--- config.mk ---
export PLATFORM = sky130hd
export DESIGN_NAME = base64_stream_decoder
export DESIGN_NICKNAME = d
export VERILOG_FILES = /design/src/hw/rtl/b64d_pkg.sv /design/src/hw/rtl/b64d_front.sv /design/src/hw/rtl/b64d_fifo.sv /design/src/hw/rtl/b64d_back.sv /design/src/hw/rtl/base64_stream_decoder.sv
export SDC_FILE = /design/constraint.sdc
export NUM_CORES = 1
export LEC_CHECK = 0
export ABC_AREA = 1
export BUFFER_PORTS_ARGS = -buffer_cell sky130_fd_sc_hd__buf_4
export CELL_PAD_IN_SITES_DETAIL_PLACEMENT = 1
export CELL_PAD_IN_SITES_GLOBAL_PLACEMENT = 2
export CORE_MARGIN = 2
export CORE_UTILIZATION = 40
export CTS_CLUSTER_DIAMETER = 40
export CTS_CLUSTER_SIZE = 16
export DETAILED_ROUTE_END_ITERATION = 12
export MAX_ROUTING_LAYER = met4
export PLACE_DENSITY = 0.94
export SETUP_SLACK_MARGIN = 0.1
export SLEW_MARGIN = 20
export SYNTH_ARGS = -nofsm -noshare
export SYNTH_HDL_FRONTEND = slang
export SYNTH_HIERARCHICAL = 1
export SYNTH_SLANG_ARGS = --single-unit
--- constraint.sdc ---
create_clock -name aclk -period 8.27 [get_ports aclk]
set_input_delay 1.654 -clock aclk [delete_from_list [all_inputs] [get_ports aclk]]
set_output_delay 1.654 -clock aclk [all_outputs]
set_load 0.02 [all_outputs]
--- src/hw/rtl/b64d_pkg.sv ---
// Shared types, character constants and the alphabet lookup for the base64 stream decoder.
// Has no dependencies; every other RTL file imports it.
`default_nettype none

package b64d_pkg;

    localparam logic [7:0] CH_UPPER_A = 8'd65;
    localparam logic [7:0] CH_UPPER_Z = 8'd90;
    localparam logic [7:0] CH_LOWER_A = 8'd97;
    localparam logic [7:0] CH_LOWER_Z = 8'd122;
    localparam logic [7:0] CH_DIGIT_0 = 8'd48;
    localparam logic [7:0] CH_DIGIT_9 = 8'd57;
    localparam logic [7:0] CH_PLUS    = 8'd43;
    localparam logic [7:0] CH_SLASH   = 8'd47;

    localparam logic [7:0] LOWER_OFFSET = 8'd71;
    localparam logic [7:0] DIGIT_OFFSET = 8'd4;
    localparam logic [5:0] SEXTET_PLUS  = 6'd62;
    localparam logic [5:0] SEXTET_SLASH = 6'd63;

    localparam logic [1:0] POS_FIRST  = 2'd0;
    localparam logic [1:0] POS_SECOND = 2'd1;
    localparam logic [1:0] POS_THIRD  = 2'd2;
    localparam logic [1:0] POS_FOURTH = 2'd3;

    // One decoded character handed from the front to the back.
    typedef struct packed {
        logic [1:0] pos;
        logic [5:0] sextet;
    } sextet_entry_t;

    typedef struct packed {
        logic       valid;
        logic [5:0] value;
    } sextet_lookup_t;

    function automatic sextet_lookup_t sextet_of(input logic [7:0] ch);
        sextet_lookup_t r;
        logic [7:0]     t;
        r = '0;
        t = '0;
        if (ch >= CH_UPPER_A && ch <= CH_UPPER_Z) begin
            t = ch - CH_UPPER_A;
            r.valid = 1'b1;
            r.value = t[5:0];
        end else if (ch >= CH_LOWER_A && ch <= CH_LOWER_Z) begin
            t = ch - LOWER_OFFSET;
            r.valid = 1'b1;
            r.value = t[5:0];
        end else if (ch >= CH_DIGIT_0 && ch <= CH_DIGIT_9) begin
            t = ch + DIGIT_OFFSET;
            r.valid = 1'b1;
            r.value = t[5:0];
        end else if (ch == CH_PLUS) begin
            r.valid = 1'b1;
            r.value = SEXTET_PLUS;
        end else if (ch == CH_SLASH) begin
            r.valid = 1'b1;
            r.value = SEXTET_SLASH;
        end
        return r;
    endfunction

endpackage

`default_nettype wire

--- src/hw/rtl/b64d_front.sv ---
// Front end of the base64 stream decoder: accepts characters, classifies them
// and tracks group position and the stop flag. Depends on b64d_pkg.
`default_nettype none

module b64d_front (
    input  wire logic                    aclk,
    input  wire logic                    aresetn,
    input  wire logic                    in_valid,
    output logic                         in_ready,
    input  wire logic [7:0]              in_char,
    input  wire logic                    q_full,
    output logic                         q_push,
    output b64d_pkg::sextet_entry_t      q_entry
);
    import b64d_pkg::*;

    logic [1:0]     group_pos_reg, group_pos_next;
    logic           stopped_reg, stopped_next;
    logic           accept;
    sextet_lookup_t lk;

    assign lk       = sextet_of(in_char);
    assign in_ready = !q_full;
    assign accept   = in_valid && in_ready;

    // Only characters that still decode are queued; the rest are dropped here.
    assign q_push         = accept && !stopped_reg && lk.valid;
    assign q_entry.pos    = group_pos_reg;
    assign q_entry.sextet = lk.value;

    always_comb begin
        group_pos_next = group_pos_reg;
        stopped_next   = stopped_reg;
        if (accept) begin
            group_pos_next = group_pos_reg + 2'd1;
            if (group_pos_reg == POS_FOURTH) begin
                stopped_next = 1'b0;
            end else begin
                stopped_next = stopped_reg || !lk.valid;
            end
        end
    end

    always_ff @(posedge aclk) begin
        if (!aresetn) begin
            group_pos_reg <= POS_FIRST;
            stopped_reg   <= 1'b0;
        end else begin
            group_pos_reg <= group_pos_next;
            stopped_reg   <= stopped_next;
        end
    end

endmodule

`default_nettype wire

--- src/hw/rtl/b64d_fifo.sv ---
// Short queue between the front and back of the base64 stream decoder.
// Holds sextet entries in a small register array; depends on b64d_pkg.
`default_nettype none

module b64d_fifo #(
    parameter int DEPTH = 4
) (
    input  wire logic                    aclk,
    input  wire logic                    aresetn,
    input  wire logic                    push,
    input  wire b64d_pkg::sextet_entry_t push_entry,
    output logic                         full,
    input  wire logic                    pop,
    output logic                         not_empty,
    output b64d_pkg::sextet_entry_t      head_entry
);
    import b64d_pkg::*;

    localparam int IW = (DEPTH > 1) ? $clog2(DEPTH) : 1;
    localparam int CW = $clog2(DEPTH + 1);
    localparam logic [IW-1:0] LAST_IDX = IW'(DEPTH - 1);
    localparam logic [CW-1:0] FULL_CNT = CW'(DEPTH);

    sextet_entry_t mem_reg [DEPTH];
    logic [IW-1:0] wr_ptr_reg, wr_ptr_next;
    logic [IW-1:0] rd_ptr_reg, rd_ptr_next;
    logic [CW-1:0] count_reg, count_next;
    logic          do_push, do_pop;

    assign full       = (count_reg == FULL_CNT);
    assign not_empty  = (count_reg != '0);
    assign head_entry = mem_reg[rd_ptr_reg];
    assign do_push    = push && !full;
    assign do_pop     = pop && not_empty;

    always_comb begin
        wr_ptr_next = wr_ptr_reg;
        rd_ptr_next = rd_ptr_reg;
        count_next  = count_reg;
        if (do_push) begin
            wr_ptr_next = (wr_ptr_reg == LAST_IDX) ? '0 : wr_ptr_reg + IW'(1);
        end
        if (do_pop) begin
            rd_ptr_next = (rd_ptr_reg == LAST_IDX) ? '0 : rd_ptr_reg + IW'(1);
        end
        if (do_push && !do_pop) begin
            count_next = count_reg + CW'(1);
        end else if (do_pop && !do_push) begin
            count_next = count_reg - CW'(1);
        end
    end

    always_ff @(posedge aclk) begin
        if (!aresetn) begin
            wr_ptr_reg <= '0;
            rd_ptr_reg <= '0;
            count_reg  <= '0;
        end else begin
            wr_ptr_reg <= wr_ptr_next;
            rd_ptr_reg <= rd_ptr_next;
            count_reg  <= count_next;
        end
    end

    always_ff @(posedge aclk) begin
        if (do_push) begin
            mem_reg[wr_ptr_reg] <= push_entry;
        end
    end

endmodule

`default_nettype wire

--- src/hw/rtl/b64d_back.sv ---
// Back end of the base64 stream decoder: packs queued sextets into bytes and
// holds each byte in the output register. Depends on b64d_pkg.
`default_nettype none

module b64d_back (
    input  wire logic                    aclk,
    input  wire logic                    aresetn,
    input  wire logic                    q_not_empty,
    input  wire b64d_pkg::sextet_entry_t q_head,
    output logic                         q_pop,
    output logic                         out_valid,
    input  wire logic                    out_ready,
    output logic [7:0]                   out_byte
);
    import b64d_pkg::*;

    logic [5:0] carry_reg, carry_next;
    logic       valid_reg, valid_next;
    logic [7:0] byte_reg, byte_next;
    logic       out_free;
    logic       emits;

    assign out_valid = valid_reg;
    assign out_byte  = byte_reg;
    assign out_free  = !valid_reg || out_ready;
    assign emits     = (q_head.pos != POS_FIRST);
    // The first character of a group only loads the carry, so it never waits.
    assign q_pop     = q_not_empty && (!emits || out_free);

    always_comb begin
        carry_next = carry_reg;
        byte_next  = byte_reg;
        valid_next = valid_reg && !out_ready;
        if (q_pop) begin
            case (q_head.pos)
                POS_FIRST: begin
                    carry_next = q_head.sextet;
                end
                POS_SECOND: begin
                    byte_next  = {carry_reg, q_head.sextet[5:4]};
                    carry_next = {2'b00, q_head.sextet[3:0]};
                    valid_next = 1'b1;
                end
                POS_THIRD: begin
                    byte_next  = {carry_reg[3:0], q_head.sextet[5:2]};
                    carry_next = {4'b0000, q_head.sextet[1:0]};
                    valid_next = 1'b1;
                end
                default: begin
                    byte_next  = {carry_reg[1:0], q_head.sextet};
                    carry_next = '0;
                    valid_next = 1'b1;
                end
            endcase
        end
    end

    always_ff @(posedge aclk) begin
        if (!aresetn) begin
            carry_reg <= '0;
            valid_reg <= 1'b0;
        end else begin
            carry_reg <= carry_next;
            valid_reg <= valid_next;
        end
    end

    always_ff @(posedge aclk) begin
        byte_reg <= byte_next;
    end

endmodule

`default_nettype wire

--- src/hw/rtl/base64_stream_decoder.sv ---
// Top level of the base64 stream decoder: front classifier, sextet queue and
// byte packer. Depends on b64d_pkg, b64d_front, b64d_fifo and b64d_back.
`default_nettype none

// Channel  | Direction | Ports                               | Payload
// ---------+-----------+-------------------------------------+----------------------
// input    | slave     | s_axis_tvalid/tready/tdata[7:0]     | char_code (one ASCII)
// result   | master    | m_axis_tvalid/tready/tdata[7:0]     | data_byte (raw byte)
//
// One character transfer is taken every cycle while the queue has room; the
// back end packs one sextet per cycle unless a stalled result channel holds it,
// so the sustained rate is one item per cycle. A decoded byte loads into the
// output register at the edge at which its sextet leaves the queue, so it shows
// on the result channel after the queue and can be taken at the following edge.
// Reset (aresetn low at a clock edge) clears group position, stop flag, queue,
// carry and output valid flag. A stalled result channel fills the queue, after which
// s_axis_tready drops; the output register lets a new byte load as one leaves.

module base64_stream_decoder #(
    parameter int FIFO_DEPTH = 4
) (
    input  wire logic       aclk,
    input  wire logic       aresetn,
    input  wire logic       s_axis_tvalid,
    output logic            s_axis_tready,
    input  wire logic [7:0] s_axis_tdata,   // [7:0] char_code
    output logic            m_axis_tvalid,
    input  wire logic       m_axis_tready,
    output logic [7:0]      m_axis_tdata    // [7:0] data_byte
);
    import b64d_pkg::*;

    sextet_entry_t push_entry;
    sextet_entry_t head_entry;
    logic          q_push;
    logic          q_full;
    logic          q_pop;
    logic          q_not_empty;

    // Front: classifies each character and drops invalid ones and those after a stop in the group.
    b64d_front u_front (
        .aclk     (aclk),
        .aresetn  (aresetn),
        .in_valid (s_axis_tvalid),
        .in_ready (s_axis_tready),
        .in_char  (s_axis_tdata),
        .q_full   (q_full),
        .q_push   (q_push),
        .q_entry  (push_entry)
    );

    // Queue: lets the front keep taking characters while the result side stalls.
    b64d_fifo #(
        .DEPTH (FIFO_DEPTH)
    ) u_fifo (
        .aclk       (aclk),
        .aresetn    (aresetn),
        .push       (q_push),
        .push_entry (push_entry),
        .full       (q_full),
        .pop        (q_pop),
        .not_empty  (q_not_empty),
        .head_entry (head_entry)
    );

    // Back: joins sextets into bytes, most significant bits first.
    b64d_back u_back (
        .aclk        (aclk),
        .aresetn     (aresetn),
        .q_not_empty (q_not_empty),
        .q_head      (head_entry),
        .q_pop       (q_pop),
        .out_valid   (m_axis_tvalid),
        .out_ready   (m_axis_tready),
        .out_byte    (m_axis_tdata)
    );

endmodule

`default_nettype wire

==> reports/metrics.yaml <==
route:
  postRouteAntennaNets: 0
  drtPass1Iterations: 4
  drt_iter0_markers: 75
  routed_wl_mm: 7.251
  vias_per_cell: 5.019
  drc: 0
  wire_per_inst_um: 14.05
  vias: 2590
setup_path:
  crit_chain: "buf_4 > inv_1 > ha_1 > inv_1 > nand2_1 > nand2_1 > nor2_1 > nand2_1 > nand3_1 > nand3_2 > nand2_1 > nor2_1 > nand2_2 > inv_1 > ha_1 > inv_1 > fa_1 > o21ai_0 > nor2_1"
  reg2reg_to: "u_fifo/count_reg[1]$_SDFFE_PN0P_"
  crit_buf_inv: 5
  worst_setup_path_start_kind: "input pin"
  crit_arrival_ns: 4.14
  crit_slowest_cell: "fa_1"
  max_stage_delay_ns: 0.41
  crit_fanout: 7
  cp-end-kind: "flop"
  worstSetupPathType: "input pin to flop"
  rr_worst_depth: 13
  worstPathRequired_ns: 8.49
  path_delay_family: "simple AND/OR/NAND/NOR gates"
  rrSetupSlack_ns: 5.04
pwr:
  powerDensity_nw_per_um2: 304.9
  power_mw: 1.117
  irDropWorstVdd_mv: 0.08100
  p_leak_nw: 1.581
sta:
  hold_viol_final: 0
  fin_setup_tns_ns: 0
  setup_viol: 0
  finalCriticalPeriod_ns: 3.914
  worstMarginPinSlew_ns: 0.8153
  grt_setup_unrepaired: "no"
  slew-limit-headroom_pct: 45.44
  fin_crit_sh_pct: 47.33
  drv_slew: 0
  fmax_ghz: 0.2555
  final.setup.worst_slack_ns: 4.356
  clock_skew_ns: 0.01106
yosys:
  synth.area.top_cells: "edfxtp_1 37%, dfxtp_1 12%, nand2_1 8.9%, ha_1 7.7%, nor2_1 7.2%"
  synth.avg_cell_area_um2: 8.490
  ys_seq_area_share_pct: 48.77
  ys_warn_count: 6
  yosys.area.top_type_share_pct: 37.04
  ys_types: 33
  synth_top_cell_by_area: "edfxtp_1"
  syn_area_um2: 3243
  ys_ff_latch: 59
  syn_inst: 382
  syn-num-nets: 415
clock_tree:
  cts_hold_buf: 0
  cts_buffer_depth: 2
  cts_root_buf: "clkbuf_8"
  ctsResizeCount: 0
  cts_sinks: 59
  htree_levels: 3
  cts_setup_buffers: 0
  cts.reportedPaths.clkPinSlew_ns: 0.06
  clk_latency_ns: 0.33
  numCtsBuffers: 9
  cts_tree: "yes"
floorplan:
  die_h_um: 94.05
  start_util_pct: 41.54
  core_um2: 7807
  rows: 32
  dieArea_um2: 8844
  die_x_um: 94.05
  io_pins: 22
global_routing:
  overflow: 0
  grt_use_total_pct: 18.25
  grt_max_degree: 18
  grt_pass1_wl_mm: 12.10
  antenna_found_initial: 0
  first_global_vias: 2597
layout:
  fillers: 964
  largest_reg_flops: 32
  layout-drive-gt1-share_pct: 14.01
  final_common_cell: "nand2_1"
  final_cell_mix: "77 x nand2_1, 62 x nor2_1, 44 x inv_1, 40 x edfxtp_1, 26 x a21oi_1"
  syn2layout_area_growth_pct: 13.00
  multi_input_area_um2: 1426
  diodes: 0
  seq_area_um2: 1582
  finalNetCount: 442
hold_path:
  worstHoldPathCells: 2
  holdPathEnd: "u_front/stopped_reg$_SDFFE_PN0P_"
  min_from: "u_front/stopped_reg$_SDFFE_PN0P_"
  hold_path.class: "flop to flop"
placed_design:
  place_congestion: 0.8928
  port_buffers: 21
  hpwl_mm: 5.517
  place_ws_ns: 4.021
flow_run:
  cap_violations: 0
run_status:
  status: "finished clean"
[worst max path at each step]
stage | endpoint | startpoint | slack [ns] | cells past startpoint
2_1_floorplan | u_fifo/count_reg[2]$_SDFFE_PN0P_ | s_axis_tdata[2] | 4.32 | 21
3_3_place_gp | u_fifo/count_reg[2]$_SDFFE_PN0P_ | s_axis_tdata[0] | 4.11 | 23
3_5_place_dp | u_fifo/count_reg[2]$_SDFFE_PN0P_ | s_axis_tdata[0] | 4.02 | 23
4_1_cts | u_fifo/count_reg[2]$_SDFFE_PN0P_ | s_axis_tdata[0] | 4.38 | 23
5_1_grt | u_fifo/count_reg[2]$_SDFFE_PN0P_ | s_axis_tdata[0] | 4.09 | 23
6_report | u_fifo/count_reg[1]$_SDFFE_PN0P_ | s_axis_tdata[0] | 4.36 | 19
[where the power goes]
| part | switching (mW) | internal, mW |
|---|---|---|
| logic | 0.289 | 0.150 |
| registers | 0.0381 | 0.395 |
| clock network | 0.109 | 0.135 |
| total | 0.437 | 0.681 |
[per-layer routing]
metal  track usage, %  share of wire [%]  up-vias  wire, um
li1                 -                  -     1311         -
met1            21.89                 46     1236      3343
met2            30.48                 50       33      3626
met3            4.334                2.4       10       171
met4            5.797                1.5        0       110
met5                -                  0        -         0
[cells in the mapped netlist, drive strengths merged]
library cell / number
nand3b: 1
nand3: 21
fa: 1
dfxtp: 19
nor3: 2
edfxtp: 40
o211ai: 1
ha: 20
xor2: 4
or2: 1
nor2: 64
o21ai: 29
nand2: 82
nand4: 2
clkinv: 1
a21oi: 28
inv: 49
xnor2: 1
a22oi: 2
o31ai: 1
o22ai: 8
buf: 5
[kinds of logic (layout without fill, tap and decap cells)]
logic type	Yosys count	count (layout)	synth area share, %
fa+ha+maj	21	21	8.333
simple gates	173	173	22.11
xor+xnor	5	5	1.350
flops	59	59	48.77
buf+inv	55	87	7.253
compound gates	69	69	12.19
[per-stage QoR]
step	util (%)	std cells	hold slack (ns)	instance area (um^2)
5_1_grt	46.94	516	0.5058	3665
4_1_cts	46.94	516	0.4799	3665
2_1_floorplan	-	382	0.4455	3243
6_report	46.94	516	0.4790	3665
3_3_place_gp	44.60	500	0.4583	3482
3_5_place_dp	44.60	500	0.4685	3482
[area by class of cell]
type | instances | area share [%]
well taps | 102 | 3.482
flip-flops and latches | 59 | 43.15
inverters | 50 | 5.155
clock buffers | 9 | 3.380
multi-input cells | 268 | 38.92
repair buffers | 21 | 4.302
clock inverters | 7 | 1.605
[worst reg2reg max path, cell delays in order, from the launching register on]
cell	delay, ns
dfxtp_1	0.70
inv_2	0.28
o21ai_0	0.22
o22ai_1	0.13
inv_1	0.10
ha_1	0.26
nand2_1	0.16
nand2_2	0.14
nand2_1	0.14
ha_1	0.23
inv_1	0.09
fa_1	0.41
o21ai_0	0.20
nor2_1	0.05
(Power assumes the default switching activity.)
